$ cat config.mk
export PLATFORM = sky130hd
export DESIGN_NAME = minute_second_timer_seven_segment
export DESIGN_NICKNAME = d
export VERILOG_FILES = /design/src/rtl/mst_pkg.sv /design/src/rtl/mst_disp.sv /design/src/rtl/minute_second_timer_seven_segment.sv
export SDC_FILE = /design/constraint.sdc
export NUM_CORES = 1
export LEC_CHECK = 0
export ABC_AREA = 1
export BUFFER_PORTS_ARGS = -buffer_cell sky130_fd_sc_hd__clkbuf_2
export CORE_MARGIN = 2
export CORE_UTILIZATION = 40
export CTS_BUF_LIST = sky130_fd_sc_hd__clkbuf_4
export DETAILED_ROUTE_END_ITERATION = 7
export SYNTH_ARGS = -nofsm -noshare
export SYNTH_HDL_FRONTEND = slang
export SYNTH_SLANG_ARGS = --single-unit
$ cat constraint.sdc
create_clock -name clk -period 4.3 [get_ports clk]
set_input_delay 0 -clock clk [delete_from_list [all_inputs] [get_ports clk]]
set_output_delay 0 -clock clk [all_outputs]
set_load 0.005 [all_outputs]
$ cat src/rtl/mst_pkg.sv
`timescale 1ns / 1ps

package mst_pkg;

    // Operation codes carried by each input word
    typedef enum logic [1:0] {
        OP_TICK  = 2'd0,
        OP_PIN   = 2'd1,
        OP_CLEAR = 2'd2,
        OP_LOAD  = 2'd3
    } op_t;

    localparam logic [6:0] MAX_MINUTES = 7'd99;
    localparam logic [5:0] MAX_SECONDS = 6'd59;
    localparam int         COLON_BIT   = 7;

    // Segment patterns for digits 0..9, bit 0 = segment a
    localparam logic [7:0] SEG_PATTERN [10] = '{
        8'h3F, 8'h06, 8'h5B, 8'h4F, 8'h66,
        8'h6D, 8'h7D, 8'h07, 8'h7F, 8'h6F
    };

    // One result word as held in the output stages
    typedef struct packed {
        logic [7:0] seg_digit0;
        logic [7:0] seg_digit1;
        logic [7:0] seg_digit2;
        logic [7:0] seg_digit3;
        logic [6:0] minutes;
        logic [5:0] seconds;
        logic       time_up;
        logic [6:0] pinned_min;
        logic [5:0] pinned_sec;
    } result_t;

    function automatic logic [7:0] seg_of(input logic [3:0] digit);
        logic [7:0] pattern;
        if (digit <= 4'd9)
        begin
            pattern = SEG_PATTERN[digit];
        end
        else
        begin
            pattern = SEG_PATTERN[0];
        end
        return pattern;
    endfunction

    // Tens digit of a value below 100: independent threshold compares
    function automatic logic [3:0] tens_of(input logic [6:0] value);
        logic [3:0] tens;
        tens = 4'd0;
        for (int d = 1; d <= 9; d++)
        begin
            if (value >= 7'(d * 10))
            begin
                tens = 4'(d);
            end
        end
        return tens;
    endfunction

endpackage

$ cat src/rtl/mst_disp.sv
`timescale 1ns / 1ps

// Split minutes and seconds into decimal digits and map them to segments.
module mst_disp (
    input  logic [6:0] minutes,
    input  logic [5:0] seconds,
    input  logic       colon_on,
    output logic [7:0] seg_digit0,
    output logic [7:0] seg_digit1,
    output logic [7:0] seg_digit2,
    output logic [7:0] seg_digit3
);

    logic [3:0] min_tens;
    logic [3:0] min_units;
    logic [3:0] sec_tens;
    logic [3:0] sec_units;
    logic [6:0] min_tens_x10;
    logic [6:0] sec_tens_x10;

    always_comb
    begin
        min_tens     = mst_pkg::tens_of(minutes);
        sec_tens     = mst_pkg::tens_of({1'b0, seconds});
        min_tens_x10 = {3'b000, min_tens} * 7'd10;
        sec_tens_x10 = {3'b000, sec_tens} * 7'd10;
        min_units    = 4'(minutes - min_tens_x10);
        sec_units    = 4'({1'b0, seconds} - sec_tens_x10);

        seg_digit0 = mst_pkg::seg_of(min_tens);
        seg_digit1 = mst_pkg::seg_of(min_units);
        seg_digit1[mst_pkg::COLON_BIT] = colon_on;
        seg_digit2 = mst_pkg::seg_of(sec_tens);
        seg_digit3 = mst_pkg::seg_of(sec_units);
    end

endmodule

$ cat src/rtl/minute_second_timer_seven_segment.sv
`timescale 1ns / 1ps

// Minutes:seconds timer, 00:00 to 99:59, with a four-digit segment image.
//
// Input channel (in_valid / in_stall): one word per operation - tick one
// second, pin the current time, clear time and pinned time, or load a time
// (load fields clamp to 99 minutes and 59 seconds). A word is taken on a
// rising edge with in_valid high and in_stall low.
// Output channel (out_valid / out_stall): exactly one result word per input
// word, in order: four segment bytes (colon in bit 7 of seg_digit1), the
// time after the operation, time_up (down tick found 00:00) and the pinned
// time.
// Configuration: cfg_we writes cfg_wdata into count_up (1 = ticks count up
// and wrap 99:59 to 00:00, 0 = count down and stop at 00:00). Write it only
// while the block is idle.
// A taken word's result is registered in the output register, or in the skid
// register if the output stalls; one word per cycle while in_stall is low. The
// next time is combinational, so the time loop closes in a single register.
// A two-entry output stage (output register plus skid register) lets a word
// be taken while a result waits; in_stall rises only once both are full.
// Reset clears time, pinned time, count_up and both output valid flags.

module minute_second_timer_seven_segment (
    input  logic       clk,
    input  logic       rst_n,
    input  logic       cfg_we,
    input  logic       cfg_wdata,
    input  logic       in_valid,
    output logic       in_stall,
    input  logic [1:0] operation,
    input  logic       colon_on,
    input  logic [6:0] load_minutes,
    input  logic [5:0] load_seconds,
    output logic       out_valid,
    input  logic       out_stall,
    output logic [7:0] seg_digit0,
    output logic [7:0] seg_digit1,
    output logic [7:0] seg_digit2,
    output logic [7:0] seg_digit3,
    output logic [6:0] minutes_now,
    output logic [5:0] seconds_now,
    output logic       time_up,
    output logic [6:0] pinned_min_out,
    output logic [5:0] pinned_sec_out
);

    logic       count_up_reg;
    logic [6:0] minutes_reg;
    logic [6:0] minutes_next;
    logic [5:0] seconds_reg;
    logic [5:0] seconds_next;
    logic [6:0] pin_min_reg;
    logic [6:0] pin_min_next;
    logic [5:0] pin_sec_reg;
    logic [5:0] pin_sec_next;
    logic       time_up_next;

    mst_pkg::op_t     op;
    mst_pkg::result_t new_result;
    mst_pkg::result_t out_reg;
    mst_pkg::result_t skid_reg;
    logic             out_valid_reg;
    logic             skid_valid_reg;
    logic             accept;
    logic             out_free;

    assign accept   = in_valid && !skid_valid_reg;
    assign in_stall = skid_valid_reg;
    // Output slot can take a word when empty or being drained this cycle
    assign out_free = !out_valid_reg || !out_stall;

    // Next time from the current state and the incoming word
    always_comb
    begin
        op           = mst_pkg::op_t'(operation);
        minutes_next = minutes_reg;
        seconds_next = seconds_reg;
        pin_min_next = pin_min_reg;
        pin_sec_next = pin_sec_reg;
        time_up_next = 1'b0;
        unique case (op)
            mst_pkg::OP_TICK:
            begin
                if (count_up_reg)
                begin
                    if (seconds_reg < mst_pkg::MAX_SECONDS)
                    begin
                        seconds_next = seconds_reg + 6'd1;
                    end
                    else
                    begin
                        // wrap seconds, then minutes; 99:59 goes straight to 00:00
                        seconds_next = 6'd0;
                        if (minutes_reg < mst_pkg::MAX_MINUTES)
                        begin
                            minutes_next = minutes_reg + 7'd1;
                        end
                        else
                        begin
                            minutes_next = 7'd0;
                        end
                    end
                end
                else
                begin
                    if (seconds_reg != 6'd0)
                    begin
                        seconds_next = seconds_reg - 6'd1;
                    end
                    else if (minutes_reg != 7'd0)
                    begin
                        minutes_next = minutes_reg - 7'd1;
                        seconds_next = mst_pkg::MAX_SECONDS;
                    end
                    else
                    begin
                        // hold at 00:00 and flag it
                        time_up_next = 1'b1;
                    end
                end
            end
            mst_pkg::OP_PIN:
            begin
                pin_min_next = minutes_reg;
                pin_sec_next = seconds_reg;
            end
            mst_pkg::OP_CLEAR:
            begin
                minutes_next = 7'd0;
                seconds_next = 6'd0;
                pin_min_next = 7'd0;
                pin_sec_next = 6'd0;
            end
            mst_pkg::OP_LOAD:
            begin
                minutes_next = (load_minutes > mst_pkg::MAX_MINUTES) ?
                               mst_pkg::MAX_MINUTES : load_minutes;
                seconds_next = (load_seconds > mst_pkg::MAX_SECONDS) ?
                               mst_pkg::MAX_SECONDS : load_seconds;
            end
            default:
            begin
                minutes_next = minutes_reg;
            end
        endcase
    end

    mst_disp u_disp (
        .minutes    (minutes_next),
        .seconds    (seconds_next),
        .colon_on   (colon_on),
        .seg_digit0 (new_result.seg_digit0),
        .seg_digit1 (new_result.seg_digit1),
        .seg_digit2 (new_result.seg_digit2),
        .seg_digit3 (new_result.seg_digit3)
    );

    assign new_result.minutes    = minutes_next;
    assign new_result.seconds    = seconds_next;
    assign new_result.time_up    = time_up_next;
    assign new_result.pinned_min = pin_min_next;
    assign new_result.pinned_sec = pin_sec_next;

    // Timer state and the count direction
    always_ff @(posedge clk or negedge rst_n)
    begin
        if (!rst_n)
        begin
            count_up_reg <= 1'b0;
            minutes_reg  <= 7'd0;
            seconds_reg  <= 6'd0;
            pin_min_reg  <= 7'd0;
            pin_sec_reg  <= 6'd0;
        end
        else
        begin
            if (cfg_we)
            begin
                count_up_reg <= cfg_wdata;
            end
            if (accept)
            begin
                minutes_reg <= minutes_next;
                seconds_reg <= seconds_next;
                pin_min_reg <= pin_min_next;
                pin_sec_reg <= pin_sec_next;
            end
        end
    end

    // Output register and skid register valid flags
    always_ff @(posedge clk or negedge rst_n)
    begin
        if (!rst_n)
        begin
            out_valid_reg  <= 1'b0;
            skid_valid_reg <= 1'b0;
        end
        else if (out_free)
        begin
            // skid drains first; no new word is taken while it is full
            if (skid_valid_reg)
            begin
                out_valid_reg  <= 1'b1;
                skid_valid_reg <= 1'b0;
            end
            else
            begin
                out_valid_reg <= accept;
            end
        end
        else if (accept)
        begin
            skid_valid_reg <= 1'b1;
        end
    end

    // Payload of both stages; no reset needed
    always_ff @(posedge clk)
    begin
        if (out_free)
        begin
            if (skid_valid_reg)
            begin
                out_reg <= skid_reg;
            end
            else if (accept)
            begin
                out_reg <= new_result;
            end
        end
        else if (accept)
        begin
            skid_reg <= new_result;
        end
    end

    assign out_valid      = out_valid_reg;
    assign seg_digit0     = out_reg.seg_digit0;
    assign seg_digit1     = out_reg.seg_digit1;
    assign seg_digit2     = out_reg.seg_digit2;
    assign seg_digit3     = out_reg.seg_digit3;
    assign minutes_now    = out_reg.minutes;
    assign seconds_now    = out_reg.seconds;
    assign time_up        = out_reg.time_up;
    assign pinned_min_out = out_reg.pinned_min;
    assign pinned_sec_out = out_reg.pinned_sec;

endmodule

Word level (Yosys, flattened, before mapping) --
Memory sizes are Yosys's and may differ from the RTL's. Cells that the tools add are included.
Storage, ports and cells: register bits after elaboration 147, memory bits (read-only) 512, input bits 22, output and inout port bits 61, logic and storage cells 141, memories kept 4
Memory list:
- (no name shown) | depth 16, bits a word 8, read ports 1, clocked after Yosys merged registers in 0, wr ports 0, line mst_pkg.sv:40 | pattern = SEG_PATTERN[digit];
- (no name shown) | depth 16, bits a word 8, read ports 1, clocked after Yosys merged registers in 0, wr ports 0, line mst_pkg.sv:40
- (no name shown) | depth 16, bits a word 8, read ports 1, clocked after Yosys merged registers in 0, wr ports 0, line mst_pkg.sv:40
- (no name shown) | depth 16, bits a word 8, read ports 1, clocked after Yosys merged registers in 0, wr ports 0, line mst_pkg.sv:40
Cells by class: add/subtract/negate cells 6, multiply operators 2, order comparisons 30, eq/ne operators 3, muxes and demuxes 54, bitwise operators 5, reductions and logical operators 12
Operators with widths (number):
- $mux W59 | 2
- $mux W8 | 9
- $mux W7 | 9
- $mux W6 | 5
- $mux W3 | 8
- $ge A6 B7 Y1 const B | 3
- $ge A7 B6 Y1 const B | 3
- $ge A7 B7 Y1 const B | 3
- $pmux W7 S3 | 1
- $ge A5 B5 Y1 const B | 4
- $not A4 Y5 | 4
- $ge A6 B6 Y1 const B | 3
- $pmux W6 S3 | 1
- $le A4 B4 Y1 const B | 4
- $mux W4 | 4
- $ge A7 B5 Y1 const B | 2
- $pmux W7 S2 | 1
- $ge A6 B5 Y1 const B | 2
- $pmux W6 S2 | 1
- $mux W1 | 9
- $mul A4 B3 Y3 const B | 2
- $mux W2 | 4
- $sub A4 B4 Y4 | 2
- $add A7 B1 Y7 const B | 1
- other kinds (20) | 25

Longest topological paths before layout --
Gate-level depths: netlist (run 1).
depth in word-level cells 24, gate-level depth with buffers 34

Cells and area by module --
From an unflattened synthesis (run 1), not the netlist that was laid out.
Second synthesis, totals: cells, all modules 887, area total of the unflattened synthesis 8040.2 um^2
By module, submodules not included:
- minute_second_timer_seven_segment | instances 1, cells each 692, area an instance 6796.5 um^2
- mst_disp | instances 1, cells each 195, area an instance 1243.7 um^2

Least setup slack after synthesis (run 1) --
Ideal clock, no wire load.
kind reg-to-reg, start point register skid_valid_reg, in the netlist in_stall, end point register out_reg (netlist bit minutes_now[0]), enable pin, data arrival time 3431 ps, data required time 3812 ps, path slack 381 ps, cell stages (with the launch flop) 4, buffers on the path 1, period minus slack after synthesis 3919 ps, path through dfrtp_1 > clkbuf_1 > nor2_1 > a21oi_1
Between the ends: cells in the longest elaborated chain, start to end 4
RTL lines:
- from (decl) | line minute_second_timer_seven_segment.sv:63 | logic skid_valid_reg;
- from (signal assigned) | line minute_second_timer_seven_segment.sv:197 | skid_valid_reg <= 1'b0;
- from (signal assigned) | line minute_second_timer_seven_segment.sv:205 | skid_valid_reg <= 1'b0;
- from (signal assigned) | line minute_second_timer_seven_segment.sv:214 | skid_valid_reg <= 1'b1;
- $logic_not A1 Y1 | line minute_second_timer_seven_segment.sv:67 | assign accept = in_valid && !skid_valid_reg;
- $logic_and A1 B1 Y1 | line minute_second_timer_seven_segment.sv:67
- $reduce_bool A2 Y1 (no source line) (*)
- $reduce_and A2 Y1 (no source line) (*)
- to (signal assigned) | line minute_second_timer_seven_segment.sv:225 | out_reg <= skid_reg;
- to (signal assigned) | line minute_second_timer_seven_segment.sv:229 | out_reg <= new_result;
- to (decl) | line minute_second_timer_seven_segment.sv:60 | mst_pkg::result_t out_reg;
Every way passes the cells marked *; elsewhere a longest branch is shown, timed or not. A chain may end at the register's enable or synchronous reset.

==> flow_summary.yaml, run 1 <==
power:
  intPower_mw: 2.62
  power_frac_clock: 0.202
  switching_power_mw: 1.49
  peakVddDrop_uv: 177
  p_per_area_nw_per_um2: 467
  p_comb_frac: 0.352
  swShare: 0.362
  seqPwrFrac: 0.446
  power.leakage_nw: 3.90
worst_setup_path:
  worst_setup_path_start_kind: "flip-flop"
  r2r_cells: 32
  slowest_stage: "dfrtp_1"
  critPathKind: "reg -> reg"
  end_kind: "flip-flop"
  cp.required_ns: 4.62
  crit_path_frequent_cell: "nand2_1"
  worstReg2RegEnd: "seg_digit1[5]"
  arrival_ns: 4.29
  r2r_slack_ns: 0.33
  r2r_start: "seconds_reg[0]"
  cp_max_fo: 9
  cp_slowest_stage_delay_ns: 0.44
synthesis:
  synth_edf_count: 112
  ys.flop_type: "edfxtp_1"
  synth.distinct_cells: 43
  avgSynthCellArea_sq_um: 9.29
  yosys_warnings: 0
  ys_ff_latch: 141
  synth_area_sq_um: 7570
  synth-async-reset-ratio: 0.206
  yosysSeqAreaShare: 0.540
  syn-instance-count: 815
hold_path:
  hold_class: "in -> reg"
  min_from: "load_minutes[2]"
  whs_path_depth: 5
  min_to: "minutes_reg[2]"
detailed_routing:
  viasPerCell: 4.93
  wirelength_microns: 17500
  drc: 0
  vias: 5794
  first_pass_iters: 5
  wl_per_cell_microns: 14.9
  first_iter_violations: 381
  final_antenna_net_count: 0
grt:
  antenna_found_initial: 1
  grt_pass1_wl_microns: 28300
  met3_usage: 0.0290
  grt_use_met1: 0.250
  grt_use_total: 0.182
  grt_max_degree: 61
  grt_pass1_vias: 5451
  top_usage_layer: "met2"
  grtUsageMet2: 0.294
  grt_overflow: 0
cts:
  cts_sinks: 141
  tritoncts: "done"
  clk_latency_ns: 0.56
  cts_max_level: 4
  cts.path.max_buffers: 2
  cts_buffers: 17
  cts_root_buffer: "clkbuf_4"
  clkTransAtPathRegs_ns: 0.13
layout:
  final_layout_size_suffix_gt1_frac: 0.216
  fin_nets: 988
  nFillCells: 1817
  multi_input_area_sq_um: 3080
  fin_cells: 1175
  area_growth_pct: 16.1
  largest_reg_flops: 56
  final-seq-area_sq_um: 4090
floorplanning:
  start_util: 0.406
  coreArea_sq_um: 18600
  die_h_microns: 142
  die_area_sq_um: 20100
  die_x_microns: 142
  io_pins: 83
  rows: 50
sta:
  fmaxAchievable_ghz: 0.252
  final.period_utilization: 0.924
  finClkSkew_ns: 0.0178
  report.final.hold_viol_count: 1
  fin_hold_ws_ns: -0.00906
  drv_slew: 0
  relSlewSlack: 0.301
  worst_pin_slew_ns: 1.04
  final-setup-viol-count: 0
  post-route-min-period_ns: 3.97
placed_design:
  port_buffers: 79
  dp_hpwl_microns: 12400
  dp_cells: 1128
  globalplace.congestion: 0.901
outcome:
  status: "finished, violations left"
  violations: "hold timing"
job:
  cap_violations: 0
## placed cells by master, fill, tap and decap left out, drive strengths merged
master / instances
a32o: 1
nand3b: 2
conb: 3
o21bai: 1
diode: 1
edfxtp: 112
dlygate4sd3: 12
o211ai: 5
o22ai: 14
clkbuf: 97
o311ai: 3
o21a: 3
o21ai: 69
nor2: 54
o31ai: 3
bufinv: 2
a31oi: 18
inv: 85
buf: 33
fa: 2
a21o: 1
a21oi: 22
nand2: 264
ha: 36
nand3: 41
or2: 4
xnor2: 2
clkinv: 7
clkinvlp: 2
dfrtp: 29
xor2: 4
nand4: 9
## power by group through the flow
stage | combinational (mW) | sequential [mW] | clock, mW
4_1_cts | 1.43 | 1.83 | 0.856
3_3_place_gp | 1.40 | 1.86 | 0
2_1_floorplan | 0.971 | 1.86 | 0
5_1_grt | 1.65 | 1.85 | 0.907
6_report | 1.44 | 1.83 | 0.831
3_5_place_dp | 1.42 | 1.86 | 0
## cells in the mapped netlist, drive strengths merged, types with 2 or more instances
| cell | n | area share |
|---|---|---|
| nand2 | 264 | 0.14 |
| edfxtp | 112 | 0.44 |
| inv | 83 | 0.041 |
| o21ai | 69 | 0.047 |
| nor2 | 53 | 0.029 |
| nand3 | 41 | 0.032 |
| ha | 36 | 0.059 |
| dfrtp | 29 | 0.096 |
| a21oi | 22 | 0.017 |
| clkbuf | 21 | 0.010 |
| a31oi | 18 | 0.015 |
| o22ai | 14 | 0.012 |
| buf | 12 | 0.011 |
| nand4 | 9 | 0.0083 |
| o211ai | 5 | 0.0050 |
| or2 | 4 | 0.0033 |
| xor2 | 4 | 0.0046 |
| o21a | 3 | 0.0030 |
| o311ai | 3 | 0.0035 |
| o31ai | 3 | 0.0030 |
| fa | 2 | 0.0053 |
| nand3b | 2 | 0.0036 |
| xnor2 | 2 | 0.0023 |
## timing repair
action / CTS / global route
hold buffers: 12 / 0
setup endpoints to repair: 0 / 20
gates resized for setup: 0 / 15
hold endpoints to repair: 48 / 0
setup buffers: 0 / 2
## worst max-delay path, delay by kind of cell (launching register included)
| family | cells | cell delay [ns] |
|---|---|---|
| buffers and inverters | 6 | 0.62 |
| AND/OR/NAND/NOR | 21 | 1.71 |
| XOR/XNOR | 1 | 0.18 |
| AO/OA/AOI/OAI | 1 | 0.12 |
| adder cells (fa/ha/maj) | 3 | 0.65 |
| flip-flops | 1 | 0.44 |
## per-layer routing
| metal | part of all wire | vias up |
|---|---|---|
| met2 | 0.47 | 130 |
| li1 | - | 2964 |
| met1 | 0.48 | 2676 |
| met3 | 0.036 | 24 |
| met4 | 0.017 | 0 |
| met5 | 0 | - |
## through the flow
stage	TNS [ns]	cell area, sq um	worst slack (ns)	power [mW]	util
after global placement	0	8360	0.262	3.26	0.448
after floorplan	0	7580	0.381	2.83	-
after detailed placement	0	8360	0.173	3.28	0.448
after global routing	-0.00387	8800	-0.00387	4.41	0.472
final	0	8800	0.327	4.11	0.472
after CTS	0	8740	0.140	4.12	0.469
## worst max-delay path by stage
stage | startpoint | end | slack [ns] | cells after the start
6_report | seconds_reg[0] | seg_digit1[5] | 0.33 | 32
4_1_cts | seconds_reg[0] | seg_digit1[2] | 0.14 | 31
2_1_floorplan | in_stall | minutes_now[0] | 0.38 | 3
3_3_place_gp | seconds_reg[0] | seg_digit1[2] | 0.26 | 31
3_5_place_dp | seconds_reg[0] | seg_digit1[2] | 0.17 | 31
5_1_grt | seconds_reg[0] | seg_digit1[2] | -0.004 | 32
## cell type report
cell class / count / share of cell area
multi-input cells: 561 / 0.350
flip-flops and latches: 141 / 0.465
clock inverters: 13 / 0.0139
repair buffers: 124 / 0.0868
clock buffers: 18 / 0.0154
inverters: 83 / 0.0354
diodes: 1 / 0.000284
well taps: 234 / 0.0333
## cell families after synthesis
logic type / after synthesis / synth area share
AO/OA/AOI/OAI: 140 / 0.108
XOR/XNOR: 6 / 0.00694
adder cells (fa/ha/maj): 38 / 0.0648
buffers and inverters: 116 / 0.0624
flip-flops: 141 / 0.540
other: 1 / 0.000495
AND/OR/NAND/NOR: 373 / 0.217
Note: power is estimated with default switching activity, not from simulation.
==> run 2, diff against run 1 <==
--- a/config.mk
+++ b/config.mk
@@ -8,9 +8,11 @@
 export ABC_AREA = 1
 export BUFFER_PORTS_ARGS = -buffer_cell sky130_fd_sc_hd__clkbuf_2
 export CORE_MARGIN = 2
-export CORE_UTILIZATION = 40
+export CORE_UTILIZATION = 50
 export CTS_BUF_LIST = sky130_fd_sc_hd__clkbuf_4
 export DETAILED_ROUTE_END_ITERATION = 7
+export PLACE_DENSITY = 0.69
 export SYNTH_ARGS = -nofsm -noshare
 export SYNTH_HDL_FRONTEND = slang
+export SYNTH_HIERARCHICAL = 1
 export SYNTH_SLANG_ARGS = --single-unit
==> constraint.sdc (replaced) <==
create_clock -name clk -period 4.3 [get_ports clk]
set_input_delay 1.29 -clock clk [delete_from_list [all_inputs] [get_ports clk]]
set_output_delay 1.29 -clock clk [all_outputs]
set_load 0.005 [all_outputs]
==> flow_summary.yaml, run 2 <==
outcome:
  status: "finished clean"
grt:
  grt_pass1_wl_microns: 29700
  grt_overflow: 0
  grt_pass1_vias: 6038
  grt_use_total: 0.226
  grt_max_degree: 57
  antenna_found_initial: 1
cts:
  cts.path.max_buffers: 2
  clkTransAtPathRegs_ns: 0.13
  cts_max_level: 4
  cts_buffers: 17
  tritoncts: "done"
  cts_sinks: 147
  clk_latency_ns: 0.59
  cts_root_buffer: "clkbuf_4"
layout:
  fin_nets: 1110
  fin_cells: 1280
  final_cell_mix: "nand2_1 (322), edfxtp_1 (118), buf_4 (93)"
  area_growth_pct: 21.9
  nFillCells: 1363
  final_layout_size_suffix_gt1_frac: 0.291
  largest_reg_flops: 59
  mostFrequentLayoutCell: "nand2_1"
  multi_input_area_sq_um: 3430
  final_area_sq_um: 9800
  final-seq-area_sq_um: 4270
sta:
  report.final.hold_viol_count: 0
  fin_hold_ws_ns: 0.528
  final-setup-viol-count: 0
  final.period_utilization: 0.947
  post-route-min-period_ns: 4.07
  setup_slack_ns: 0.226
  finClkSkew_ns: 0.0279
  drv_slew: 0
  relSlewSlack: 0.451
  fmaxAchievable_ghz: 0.245
  worst_pin_slew_ns: 0.823
worst_setup_path:
  arrival_ns: 4.42
  r2r_cells: 30
  worstReg2RegEnd: "seg_digit1[0]"
  cp.required_ns: 4.65
  end_kind: "flip-flop"
  r2r_slack_ns: 0.31
  critPathKind: "in -> reg"
  worst_setup_path_start_kind: "input pin"
  cp_max_fo: 5
  r2r_start: "seconds_reg[1]"
synthesis:
  synth_top_area_frac: 0.441
  ys_ff_latch: 147
  synth-async-reset-ratio: 0.197
  yosys_warnings: 6
  ys_top_cells_by_area: "edfxtp_1 (44%), nand2_1 (15%), dfrtp_1 (9.0%), ha_1 (5.6%), inv_1 (3.6%)"
  synth_edf_count: 118
  yosysMostFrequentCell: "nand2_1"
  synth_area_leader_cell: "edfxtp_1"
  synth_area_sq_um: 8040
  syn-instance-count: 887
  ys.flop_type: "edfxtp_1"
  synth.distinct_cells: 46
  avgSynthCellArea_sq_um: 9.06
  yosysSeqAreaShare: 0.531
  synth_commonest_cells: "nand2_1 (326), edfxtp_1 (118), inv_1 (78)"
power:
  power.leakage_nw: 4.55
  p_total_mw: 4.62
  p_per_area_nw_per_um2: 472
  peakVddDrop_uv: 256
floorplanning:
  io_pins: 83
  rows: 46
  start_util: 0.508
  die_h_microns: 131
  die_x_microns: 131
  die_area_sq_um: 17100
  coreArea_sq_um: 15800
detailed_routing:
  viasPerCell: 5.04
  vias: 6454
  wirelength_microns: 18500
  final_antenna_net_count: 0
  drc: 0
  first_iter_violations: 533
  wl_per_cell_microns: 14.4
  first_pass_iters: 6
hold_path:
  whs_path_depth: 2
  hold_class: "reg -> reg"
  min_from: "skid_reg[28]"
  min_to: "seg_digit3[1]"
placed_design:
  port_buffers: 82
  dp_cells: 1239
  dp_hpwl_microns: 13000
  pre_cts_ws_ns: -0.403
  globalplace.congestion: 0.954
  placed_area_sq_um: 9340
job:
  cap_violations: 0
==> run 2: power breakdown <==
part           switching (mW)  internal (mW)
Clock                   0.543          0.469
Combinational           0.998          0.700
Sequential             0.0934           1.82
==> run 2: how the worst max path moves through the flow <==
| stage | from | to | slack, ns | cells after the start |
|---|---|---|---|---|
| floorplan | operation[1] | seg_digit1[6] | -0.06 | 30 |
| global placement | operation[1] | seg_digit3[4] | -0.34 | 26 |
| detailed placement | operation[1] | seg_digit1[5] | -0.40 | 31 |
| CTS | seconds_reg[1] | seg_digit1[4] | 0.21 | 32 |
| global route | operation[1] | seg_digit3[0] | -0.003 | 22 |
| finish | load_minutes[4] | seg_digit1[4] | 0.23 | 26 |
==> run 2: cell type report <==
cell class / count / share of cell area
diodes: 1 / 0.000255
clock buffers: 17 / 0.0130
clock inverters: 15 / 0.0209
inverters: 88 / 0.0356
multi-input cells: 619 / 0.350
flip-flops and latches: 147 / 0.436
well taps: 216 / 0.0276
repair buffers: 177 / 0.117
==> run 2: worst max-delay path, stage by stage <==
cell and delay, ns:
clkbuf_2 0.09, or2_2 0.30, o21ai_0 0.20, nand2_1 0.08, a21oi_1 0.21, nand3_2 0.12
and2_1 0.18, inv_1 0.11, nand2_1 0.07, nand3_1 0.07, nand2_1 0.06, inv_1 0.05
nand2_1 0.05, nand2_1 0.07, nand2_2 0.06, nand2_2 0.07, nand2_2 0.06, ha_2 0.19
inv_2 0.05, fa_2 0.46, inv_2 0.09, o21ai_0 0.15, nand3_1 0.14, nand3_2 0.09
nand2_1 0.07, nand2_1 0.05
==> run 2: repair_timing <==
| item | CTS | global route |
|---|---|---|
| setup buffers | 0 | 8 |
| resized for setup | 0 | 21 |
| hold buffers | 0 | 0 |
| endpoints found under the setup margin | 0 | 23 |
==> run 2: layer usage <==
metal | share of wire | track usage | up-vias | routed length, microns
met5 | 0 | 0 | - | 0
met4 | 0.013 | 0.0620 | 0 | 249
met3 | 0.043 | 0.0428 | 25 | 791
met2 | 0.48 | 0.368 | 175 | 8840
met1 | 0.46 | 0.311 | 3010 | 8570
li1 | - | - | 3244 | -
==> run 2: through the flow <==
step	setup TNS, ns	util
2_1_floorplan	-0.202	-
3_3_place_gp	-6.14	0.590
3_5_place_dp	-8.10	0.590
4_1_cts	0	0.611
5_1_grt	-0.00266	0.619
6_report	0	0.619
==> run 2: logic make-up after synthesis <==
family / after synthesis / share of synthesized area
flip-flops: 147 / 0.531
AO/OA/AOI/OAI: 104 / 0.0780
buffers and inverters: 123 / 0.0652
AND/OR/NAND/NOR: 467 / 0.257
other: 1 / 0.000466
XOR/XNOR: 7 / 0.00763
adder cells (fa/ha/maj): 38 / 0.0610
